$ cat src/sv/gaussian_blur_3x3_unit_defines.svh
// Assertion helpers for the blur filter core
`ifndef GAUSSIAN_BLUR_3X3_UNIT_DEFINES_SVH
`define GAUSSIAN_BLUR_3X3_UNIT_DEFINES_SVH

// Same-cycle implication, sampled on clk, off while rst_n is low
`define GB3_ASSERT_IMP(lbl, ante, cons, msg) \
  lbl: assert property (@(posedge clk) disable iff (!rst_n) (ante) |-> (cons)) \
    else $error(msg);

// Next-cycle implication, sampled on clk, off while rst_n is low
`define GB3_ASSERT_NXT(lbl, ante, cons, msg) \
  lbl: assert property (@(posedge clk) disable iff (!rst_n) (ante) |=> (cons)) \
    else $error(msg);

`endif

$ cat src/sv/gb3_pkg.sv
package gb3_pkg;

  localparam int MAX_WIDTH  = 2048;
  localparam int COL_W      = $clog2(MAX_WIDTH);
  localparam int FW_W       = 12;
  localparam int FH_W       = 16;
  localparam int OWED_W     = COL_W + 1;
  localparam int CFG_IDX_W  = 1;
  localparam int CFG_DATA_W = 16;

  // Transaction command codes
  localparam logic CMD_PIXEL = 1'b0;
  localparam logic CMD_FLUSH = 1'b1;

  // Configuration register indexes
  localparam logic [CFG_IDX_W-1:0] REG_FRAME_WIDTH  = 1'b0;
  localparam logic [CFG_IDX_W-1:0] REG_FRAME_HEIGHT = 1'b1;

  localparam logic [FW_W-1:0] FRAME_WIDTH_RST  = 12'd640;
  localparam logic [FH_W-1:0] FRAME_HEIGHT_RST = 16'd480;

  typedef logic [COL_W-1:0] col_t;
  typedef logic [FW_W-1:0]  width_t;
  typedef logic [FH_W-1:0]  row_t;

  typedef struct packed {
    logic [7:0] red;
    logic [7:0] green;
    logic [7:0] blue;
  } pixel_t;

  // One line-store entry: rows two and one above the incoming row
  typedef struct packed {
    pixel_t upper;
    pixel_t middle;
  } line_word_t;

  typedef struct packed {
    logic       en;
    col_t       addr;
    line_word_t data;
  } line_wr_t;

  // Accepted input transaction, as handed to the filter core
  typedef struct packed {
    logic   take;
    logic   cmd;
    col_t   col;
    pixel_t px;
  } in_item_t;

endpackage

$ cat src/sv/gb3_stream_if.sv


interface gb3_out_if;
  logic       valid;
  logic       ready;
  logic [7:0] blue_out;
  logic [7:0] green_out;
  logic [7:0] red_out;
  logic       frame_last;

  modport source (output valid, blue_out, green_out, red_out, frame_last, input ready);
  modport sink   (input valid, blue_out, green_out, red_out, frame_last, output ready);
endinterface

$ cat src/sv/gb3_filter_core.sv
`include "gaussian_blur_3x3_unit_defines.svh"

module gb3_filter_core (
  input  logic                 clk,
  input  logic                 rst_n,
  input  gb3_pkg::in_item_t    item,
  input  gb3_pkg::line_word_t  rd_data,
  input  gb3_pkg::width_t      w_used,
  input  gb3_pkg::row_t        h_used,
  output logic                 s1_ready,
  output gb3_pkg::line_wr_t    wr,
  gb3_out_if.source            out
);
  import gb3_pkg::*;

  // 1-2-1 kernel on one channel: columns a (older), b, c (newest)
  function automatic logic [7:0] blur_chan(
    input logic [7:0] a0, input logic [7:0] a1, input logic [7:0] a2,
    input logic [7:0] b0, input logic [7:0] b1, input logic [7:0] b2,
    input logic [7:0] c0, input logic [7:0] c1, input logic [7:0] c2
  );
    logic [11:0] s;
    s = 12'(a0) + (12'(a1) << 1) + 12'(a2)
      + (12'(b0) << 1) + (12'(b1) << 2) + (12'(b2) << 1)
      + 12'(c0) + (12'(c1) << 1) + 12'(c2);
    return s[11:4];
  endfunction

  logic              s1_valid_r;
  logic              s1_cmd_r;
  col_t              s1_col_r;
  pixel_t            s1_px_r;

  pixel_t            win_r [6];
  pixel_t            win_nxt [6];
  logic [OWED_W-1:0] owed_r, owed_nxt;
  col_t              ocol_r, ocol_nxt;
  row_t              orow_r, orow_nxt;

  logic              out_valid_r, out_valid_nxt;
  pixel_t            out_px_r, out_px_nxt;
  logic              out_last_r, out_last_nxt;

  logic              adv;
  logic              is_pix;
  logic              col_end;
  logic              row_end;
  logic              last;
  logic              border;
  logic              owed_full;
  logic              emit_pix;
  pixel_t            col_top, col_mid;
  pixel_t            blur_px;

  assign adv      = s1_valid_r && (!out_valid_r || out.ready);
  assign s1_ready = rst_n && (!s1_valid_r || adv);
  assign is_pix   = (s1_cmd_r == CMD_PIXEL);

  // Capture the accepted transaction alongside the line-store read
  always_ff @(posedge clk) begin
    if (!rst_n) begin
      s1_valid_r <= 1'b0;
    end else if (s1_ready) begin
      s1_valid_r <= item.take;
    end
  end

  always_ff @(posedge clk) begin
    if (item.take) begin
      s1_cmd_r <= item.cmd;
      s1_col_r <= item.col;
      s1_px_r  <= item.px;
    end
  end

  // Output position and window geometry
  assign col_end   = ({1'b0, ocol_r} + 12'd1) >= w_used;
  assign row_end   = ({1'b0, orow_r} + 17'd1) >= {1'b0, h_used};
  assign last      = col_end && row_end;
  assign border    = (orow_r == '0) || row_end || (ocol_r == '0) || col_end;
  assign owed_full = {1'b0, owed_r} >= ({1'b0, w_used} + 13'd1);
  assign emit_pix  = is_pix && owed_full;

  assign col_top = rd_data.upper;
  assign col_mid = rd_data.middle;

  always_comb begin
    blur_px.blue  = blur_chan(win_r[0].blue,  win_r[1].blue,  win_r[2].blue,
                              win_r[3].blue,  win_r[4].blue,  win_r[5].blue,
                              col_top.blue,   col_mid.blue,   s1_px_r.blue);
    blur_px.green = blur_chan(win_r[0].green, win_r[1].green, win_r[2].green,
                              win_r[3].green, win_r[4].green, win_r[5].green,
                              col_top.green,  col_mid.green,  s1_px_r.green);
    blur_px.red   = blur_chan(win_r[0].red,   win_r[1].red,   win_r[2].red,
                              win_r[3].red,   win_r[4].red,   win_r[5].red,
                              col_top.red,    col_mid.red,    s1_px_r.red);
  end

  // Shift the line stores: old middle moves up, the new pixel becomes middle
  assign wr.en          = adv && is_pix;
  assign wr.addr        = s1_col_r;
  assign wr.data.upper  = col_mid;
  assign wr.data.middle = s1_px_r;

  // Advance window, counters and the result register
  always_comb begin
    for (int i = 0; i < 6; i++) begin
      win_nxt[i] = win_r[i];
    end
    owed_nxt      = owed_r;
    ocol_nxt      = ocol_r;
    orow_nxt      = orow_r;
    out_valid_nxt = out_valid_r && !out.ready;
    out_px_nxt    = out_px_r;
    out_last_nxt  = out_last_r;

    if (adv) begin
      out_valid_nxt = 1'b0;
      if (is_pix) begin
        win_nxt[0] = win_r[3];
        win_nxt[1] = win_r[4];
        win_nxt[2] = win_r[5];
        win_nxt[3] = col_top;
        win_nxt[4] = col_mid;
        win_nxt[5] = s1_px_r;
        if (!owed_full) begin
          owed_nxt = owed_r + 1'b1;
        end
      end else if (owed_r != '0) begin
        owed_nxt = owed_r - 1'b1;
      end

      if (emit_pix || (!is_pix && (owed_r != '0))) begin
        out_valid_nxt = 1'b1;
        out_px_nxt    = (emit_pix && !border) ? blur_px : '0;
        out_last_nxt  = last;
        if (col_end) begin
          ocol_nxt = '0;
          orow_nxt = row_end ? '0 : orow_r + 1'b1;
        end else begin
          ocol_nxt = ocol_r + 1'b1;
        end
      end
    end
  end

  always_ff @(posedge clk) begin
    if (!rst_n) begin
      for (int i = 0; i < 6; i++) begin
        win_r[i] <= '0;
      end
      owed_r      <= '0;
      ocol_r      <= '0;
      orow_r      <= '0;
      out_valid_r <= 1'b0;
    end else begin
      for (int i = 0; i < 6; i++) begin
        win_r[i] <= win_nxt[i];
      end
      owed_r      <= owed_nxt;
      ocol_r      <= ocol_nxt;
      orow_r      <= orow_nxt;
      out_valid_r <= out_valid_nxt;
    end
  end

  always_ff @(posedge clk) begin
    out_px_r   <= out_px_nxt;
    out_last_r <= out_last_nxt;
  end

  assign out.valid      = out_valid_r;
  assign out.blue_out   = out_px_r.blue;
  assign out.green_out  = out_px_r.green;
  assign out.red_out    = out_px_r.red;
  assign out.frame_last = out_last_r;

  // Stall only when both the work stage and the result register are full
  `GB3_ASSERT_IMP(a_stall_cause, !s1_ready, s1_valid_r && out_valid_r && !out.ready,
    "input stalled without a full pipeline")
  // Line stores are written only by an advancing pixel transaction
  `GB3_ASSERT_IMP(a_wr_gate, wr.en, s1_valid_r && (s1_cmd_r == CMD_PIXEL),
    "line store written outside a pixel transaction")
  // Border positions come out black
  `GB3_ASSERT_NXT(a_border_zero, adv && emit_pix && border,
    out.valid && (out.blue_out == 8'd0) && (out.green_out == 8'd0) && (out.red_out == 8'd0),
    "border pixel not zero")
  // A flush with nothing owed produces no result
  `GB3_ASSERT_NXT(a_flush_empty, adv && !is_pix && (owed_r == '0), !out.valid,
    "result produced by an empty flush")

endmodule

$ cat src/flat_wrapper.sv
// flat-port wrapper written by rule: the top's interface ports become plain ports
module gb3_filter_core_flat import gb3_pkg::*;
  (clk, rst_n, item, rd_data, w_used, h_used, s1_ready, wr, out_valid, out_blue_out, out_green_out, out_red_out, out_frame_last, out_ready);
  gb3_out_if out_i ();
  input  logic clk;
  input  logic rst_n;
  input  gb3_pkg::in_item_t item;
  input  gb3_pkg::line_word_t rd_data;
  input  gb3_pkg::width_t w_used;
  input  gb3_pkg::row_t h_used;
  output logic s1_ready;
  output gb3_pkg::line_wr_t wr;
  output wire logic [$bits(out_i.valid)-1:0] out_valid;
  output wire logic [$bits(out_i.blue_out)-1:0] out_blue_out;
  output wire logic [$bits(out_i.green_out)-1:0] out_green_out;
  output wire logic [$bits(out_i.red_out)-1:0] out_red_out;
  output wire logic [$bits(out_i.frame_last)-1:0] out_frame_last;
  input wire logic [$bits(out_i.ready)-1:0] out_ready;
  assign out_valid = out_i.valid;
  assign out_blue_out = out_i.blue_out;
  assign out_green_out = out_i.green_out;
  assign out_red_out = out_i.red_out;
  assign out_frame_last = out_i.frame_last;
  assign out_i.ready = out_ready;
  gb3_filter_core u_core (.clk(clk), .rst_n(rst_n), .item(item), .rd_data(rd_data), .w_used(w_used), .h_used(h_used), .s1_ready(s1_ready), .wr(wr), .out(out_i));
endmodule
$ cat config.mk
export PLATFORM = sky130hd
export DESIGN_NAME = gb3_filter_core_flat
export DESIGN_NICKNAME = d
export VERILOG_FILES = /design/src/sv/gb3_pkg.sv /design/src/sv/gb3_stream_if.sv /design/src/sv/gb3_filter_core.sv /design/src/flat_wrapper.sv
export VERILOG_INCLUDE_DIRS = /design/src /design/src/sv
export SDC_FILE = /design/constraint.sdc
export NUM_CORES = 1
export LEC_CHECK = 0
export BUFFER_PORTS_ARGS = -buffer_cell sky130_fd_sc_hd__buf_2
export CAP_MARGIN = 40
export CORE_UTILIZATION = 47
export CTS_BUF_LIST = sky130_fd_sc_hd__clkbuf_16
export DETAILED_ROUTE_END_ITERATION = 10
export PLACE_DENSITY = 0.67
export SLEW_MARGIN = 20
export SYNTH_ARGS = -nofsm -noshare
export SYNTH_HDL_FRONTEND = slang
export SYNTH_SLANG_ARGS = --single-unit
$ cat constraint.sdc
create_clock -name clk -period 6 [get_ports clk]
set_input_delay 0.3 -clock clk [delete_from_list [all_inputs] [get_ports clk]]
set_output_delay 0.3 -clock clk [all_outputs]
set_load 0.02 [all_outputs]
* Word level (Yosys, flattened, before mapping)
Memory sizes are Yosys's and may differ from the RTL's.
Index checks and enable logic that the tools add are counted.
** Word-level totals
- Memories kept :: 1
- Register bits :: 102
- Bits in writable memories :: 144
** Cells by class
- Mux-type cells :: 17
- Equality and inequality tests :: 2
- $add $sub $neg :: 31
- Order comparisons :: 3
- Bitwise operators :: 7
- Reductions and logical operators :: 24
** Memory list
- u_core.win_r :: words 6, bits a word 24, read ports 6, clocked after memory_dff 0, wr ports 6, RTL line gb3_filter_core.sv:34 : pixel_t win_r [6];
** Operators with widths (count)
- 144-bit two-way mux :: 2
- 24-bit two-way mux :: 6
- 12-bit by 8-bit adder with 12-bit output :: 9
- 12-bit by 9-bit adder with 12-bit output :: 9
- 12-bit by 10-bit adder with 12-bit output :: 3
- 12-bit two-way mux :: 3
- 8-bit by 9-bit adder with 10-bit output :: 3
- 16-bit by 1-bit adder with 17-bit output (second input constant) :: 1
- 17-bit by 16-bit greater-or-equal comparator with 1-bit output :: 1
- 16-bit by 1-bit adder with 16-bit output (second input constant) :: 1
- 16-bit logical NOT :: 1
- 16-bit two-way mux :: 1
- 12-bit by 1-bit adder with 13-bit output (second input constant) :: 1
- 12-bit by 13-bit greater-or-equal comparator with 1-bit output :: 1
- 11-bit by 1-bit adder with 12-bit output (second input constant) :: 1
- 12-bit by 1-bit adder with 12-bit output (second input constant) :: 1
- 12-bit greater-or-equal comparator :: 1
- 12-bit nonzero test :: 1
- 12-bit by 1-bit subtractor with 12-bit output (second input constant) :: 1
- 11-bit by 1-bit adder with 11-bit output (second input constant) :: 1
- 11-bit logical NOT :: 1
- 11-bit two-way mux :: 1
- 1-bit logical AND :: 8
- 1-bit logical OR :: 6
- other kinds (8) :: 20

* Depth between registers and ports, before layout
An unclocked memory read counts as a cell.
- Depth after elaboration :: 9
- Mapped depth :: 22

* Least setup slack after synthesis
Ideal clock, no wire load.
- Kind :: register -> register
- From :: memory u_core.win_r[0][17] (netlist name)
- To :: register u_core.out_px_r (netlist bit u_core.out.red_out[6]) (data pin)
- Clock period less this slack :: 5.183 ns
- Setup slack :: 0.817 ns
- Arrival time :: 4.927 ns
- Required time :: 5.744 ns
- Setup time :: 0.256 ns
- Cell stages (with the launch flop) :: 22
- Path buffers :: 0
- Cells stage by stage :: dfxtp_1 -> ha_1 -> inv_1 -> fa_1 -> nor2b_1 -> o21ai_0 -> a21boi_0 -> nor2_1 -> fa_1 -> inv_1 -> fa_1 -> fa_1 -> fa_1 -> inv_1 -> ha_1 -> a21oi_1 -> o41ai_1 -> a21o_1 -> a311o_1 -> a21oi_1 -> xor2_1 -> nor2_1
** RTL lines
- from (decl) :: RTL line gb3_filter_core.sv:34
- to (signal assigned) :: RTL line gb3_filter_core.sv:168 : out_px_r <= out_px_nxt;
- to (decl) :: RTL line gb3_filter_core.sv:41 : pixel_t out_px_r, out_px_nxt;

==> results.md <==
* Via Count at 12552
* Ys Warns at 0
* Mean Syn Cell Area at ~9.0 sq um
* CTS tree: built
* Fin area at 0.0191 sq mm
* Largest net degree at the start of global routing at 94
* Die Wd at 188 um
* Per-cell routed wire length at 14.7 um
* Core Util, Final at 0.566
* Placed cell areas at 0.0175 sq mm
* Critical Path Source Type: register
* Ys async rst share at 0
* Die area at ~0.035 sq mm
* Core Rows at 67
* Layout filler cell count at about 3000
* Fin crit period at 5.57 ns
* Clk buf depth at 3
* Top cells by area, synth: dfxtp_1 23%, fa_1 18%, edfxtp_1 11%
* H-Tree Level Count at 1
* Clock-pin slew on the worst setup and hold paths at about 0.060 ns
* Hold Crit Depth at 3
* Synth Instances at ~1800
* Largest area contributor in the synthesized netlist: dfxtp_1
* Tightest Pin Transition at between 0.7 and 0.8 ns
* Worst hold endpoint: u_core.win_r[0][72]
* Endpoints failing setup at 0
* Non-filler cells, final at around 2500
* Max frequency at 180 MHz
* RSZ-0062 raised after global routing: no
* CP endpoint kind: register
* Syn_nets at 2165
* Drt pass-1 iters at 5
* GR Overflow Total at 0
* Starting Density at 0.480
* Most common cell after layout, fill and taps aside: nand2_1
* Distinct cells, synth at 61
* Post-DP HPWL at roughly 26 mm
* Worst flop-to-flop path endpoint: u_core.out.red_out[6]
* Worst r2r src: u_core.win_r[0][17]
* Root buffer cell: clkbuf_16
* Max VDD drop at ~0.00024 V
* Max-capacitance violation count at 0
* DR vias/cell at roughly 5.1
* Worst slew margin at 0.526
* CP Class: reg2reg
* R2R cell count at 21
* Initial DRC Count at 644
* FF+latch area at about 0.0055 sq mm
* Setup Buffers After CTS at 0
* Top cell type's share of synthesized area at 0.229
* Cell count after placement at roughly 2400
* CP bufs+invs at 3
* Area Overhead vs Synth at 17.8%
* Layout cells sized above 1 at 0.135
* Worst Skew at roughly 0.017 ns
* Outcome: complete, no violations
* PwrDens at around 260 mW/mm^2
* Mapped Area at roughly 0.016 sq mm
* Most used flip-flop cell after synthesis: dfxtp_1
* Most frequent cells in the layout: 334 x nand2_1, 260 x inv_1, 218 x a21oi_1
* Tot GR Track Use at 0.208
* Nets at around 2400
* Critical path cell sequence: ha_1 > inv_1 > fa_1 > nor2b_1 > o21ai_0 > a21boi_1 > nor2_1 > fa_1 > inv_1 > fa_1 > fa_1 > fa_1 > inv_1 > ha_1 > a21oi_1 > o41ai_1 > a21o_1 > a311o_1 > a21oi_1 > xor2_1 > nor2_1
* Register area share after synthesis at 0.342
* EDFF count, synth at between 60 and 70
* Leakage at a little over 8 nW
* HP Class: in2reg
* Area of the multi-input gates at 0.00921 sq mm
* DRT Wirelength at 36.5 mm
* Crit path top cell by count: fa_1
* Critical path's top delay family: adder cells
* Core footprint at 0.0337 sq mm
* Post-DRT Antenna Nets at 0
* Diodes inserted at 0
* Antenna violations before repair at 0
* Crit-path max FO at 4
* Die Y at about 190 um
* Synth Register Bits at ~250
* Slew Viols, Final at 0
* Slowest cell on crit path: fa_1
* R2R Setup Slk at between 0.4 and 0.5 ns
* Clk sinks at between 200 and 250
* Final period util at 0.928
* GP Congestion at roughly 0.85
* CP arrival at 5.86 ns
* Global-route wire length before repair at just over 60 mm
* Vias in the first global route at 12434
* Crit path largest cell delay at ~0.54 ns
* Port Buf Inserts at slightly above 200
* Drc violations at 0
* # IOs at 203
* Clock latency on the worst-skew pair at about 0.56 ns
* Final hold vios at 0
* Total CTS buffers at 29
* Hold path start: rd_data[24]
* Fin Setup TNS at 0 ns
* Worst endpoint required time at 6.29 ns
-- timing repair --
action	in CTS	in global routing
endpoints found under the hold margin	68	0
endpoints found under the setup margin	0	1
gates resized for setup	0	1
hold buffers	68	0
-- Yosys cell counts, types with 31 or more instances --
cell        n
a21oi_1   218
clkbuf_1   49
dfxtp_1   185
edfxtp_1   61
fa_1      145
ha_1      112
inv_1     256
nand2_1   334
nand3_1    31
nor2_1     56
o21ai_0    43
xnor2_1    51
-- sequential cells by signal, summed over array words and instances (netlist names) --
register	count
u_core.out.green_out	8
u_core.s1_cmd_r	1
u_core.orow_r	16
u_core.owed_r	12
u_core.out.blue_out	8
u_core.win_r	144
u_core.ocol_r	11
u_core.wr	24
u_core.out.frame_last	1
u_core.s1_col_r	11
u_core.s1_valid_r	1
u_core.out.red_out	8
u_core.out.valid	1
-- worst max path at each step --
| stage | from | to | slack (ns) | depth (start not counted) |
|---|---|---|---|---|
| after floorplan | u_core.win_r[0][17] | u_core.out.red_out[6] | 0.82 | 21 |
| after global placement | u_core.win_r[0][17] | u_core.out.red_out[6] | 0.57 | 21 |
| after detailed placement | u_core.win_r[0][17] | u_core.out.red_out[6] | 0.40 | 21 |
| final | u_core.win_r[0][17] | u_core.out.red_out[6] | 0.43 | 21 |
| after CTS | u_core.win_r[0][17] | u_core.out.red_out[6] | 0.34 | 21 |
| after global routing | u_core.win_r[0][17] | u_core.out.red_out[6] | 0.008 | 21 |
-- power by group --
part	internal [mW]	switching, mW
clock	0.951	0.729
sequential	1.77	0.0605
combinational	0.603	0.785
-- routing by layer --
metal  vias to the layer above  share of wire  global-route usage
met4                         0          0.019              0.0497
met3                        50          0.051              0.0296
li1                       6230              -                   -
met1                      5946           0.45               0.279
met2                       326           0.48               0.354
met5                         -              0                   0
-- final cells by class --
class	instances	area share
timing repair buffer	283	0.0982
multi-input combinational	1194	0.483
clock inverter	24	0.00827
tap	448	0.0294
sequential	246	0.290
inverter	258	0.0514
clock buffer	30	0.0394
-- worst min-delay path, delay by kind of cell --
family | cells | cell delay (ns)
AO/OA/AOI/OAI | 1 | 0.05
AND/OR/NAND/NOR | 1 | 0.05
buffers and inverters | 1 | 0.12
-- stage by stage --
step	setup WS, ns	hold slack (ns)	total power [mW]
after floorplan	0.817	0.399	2.89
after global placement	0.566	0.440	3.18
after detailed placement	0.404	0.442	3.22
after CTS	0.341	0.000344	4.96
after global routing	0.00796	0.0236	5.23
final	0.432	0.0177	4.90
-- cells by family after synthesis --
kind of cell,share of synthesized area
AO/OA/AOI/OAI,0.114
XOR/XNOR,0.0422
adder cells (fa/ha/maj),0.266
buffers and inverters,0.0900
flip-flops,0.342
multiplexers,0.00556
AND/OR/NAND/NOR,0.140
Note: power is estimated with default switching activity, not from simulation.
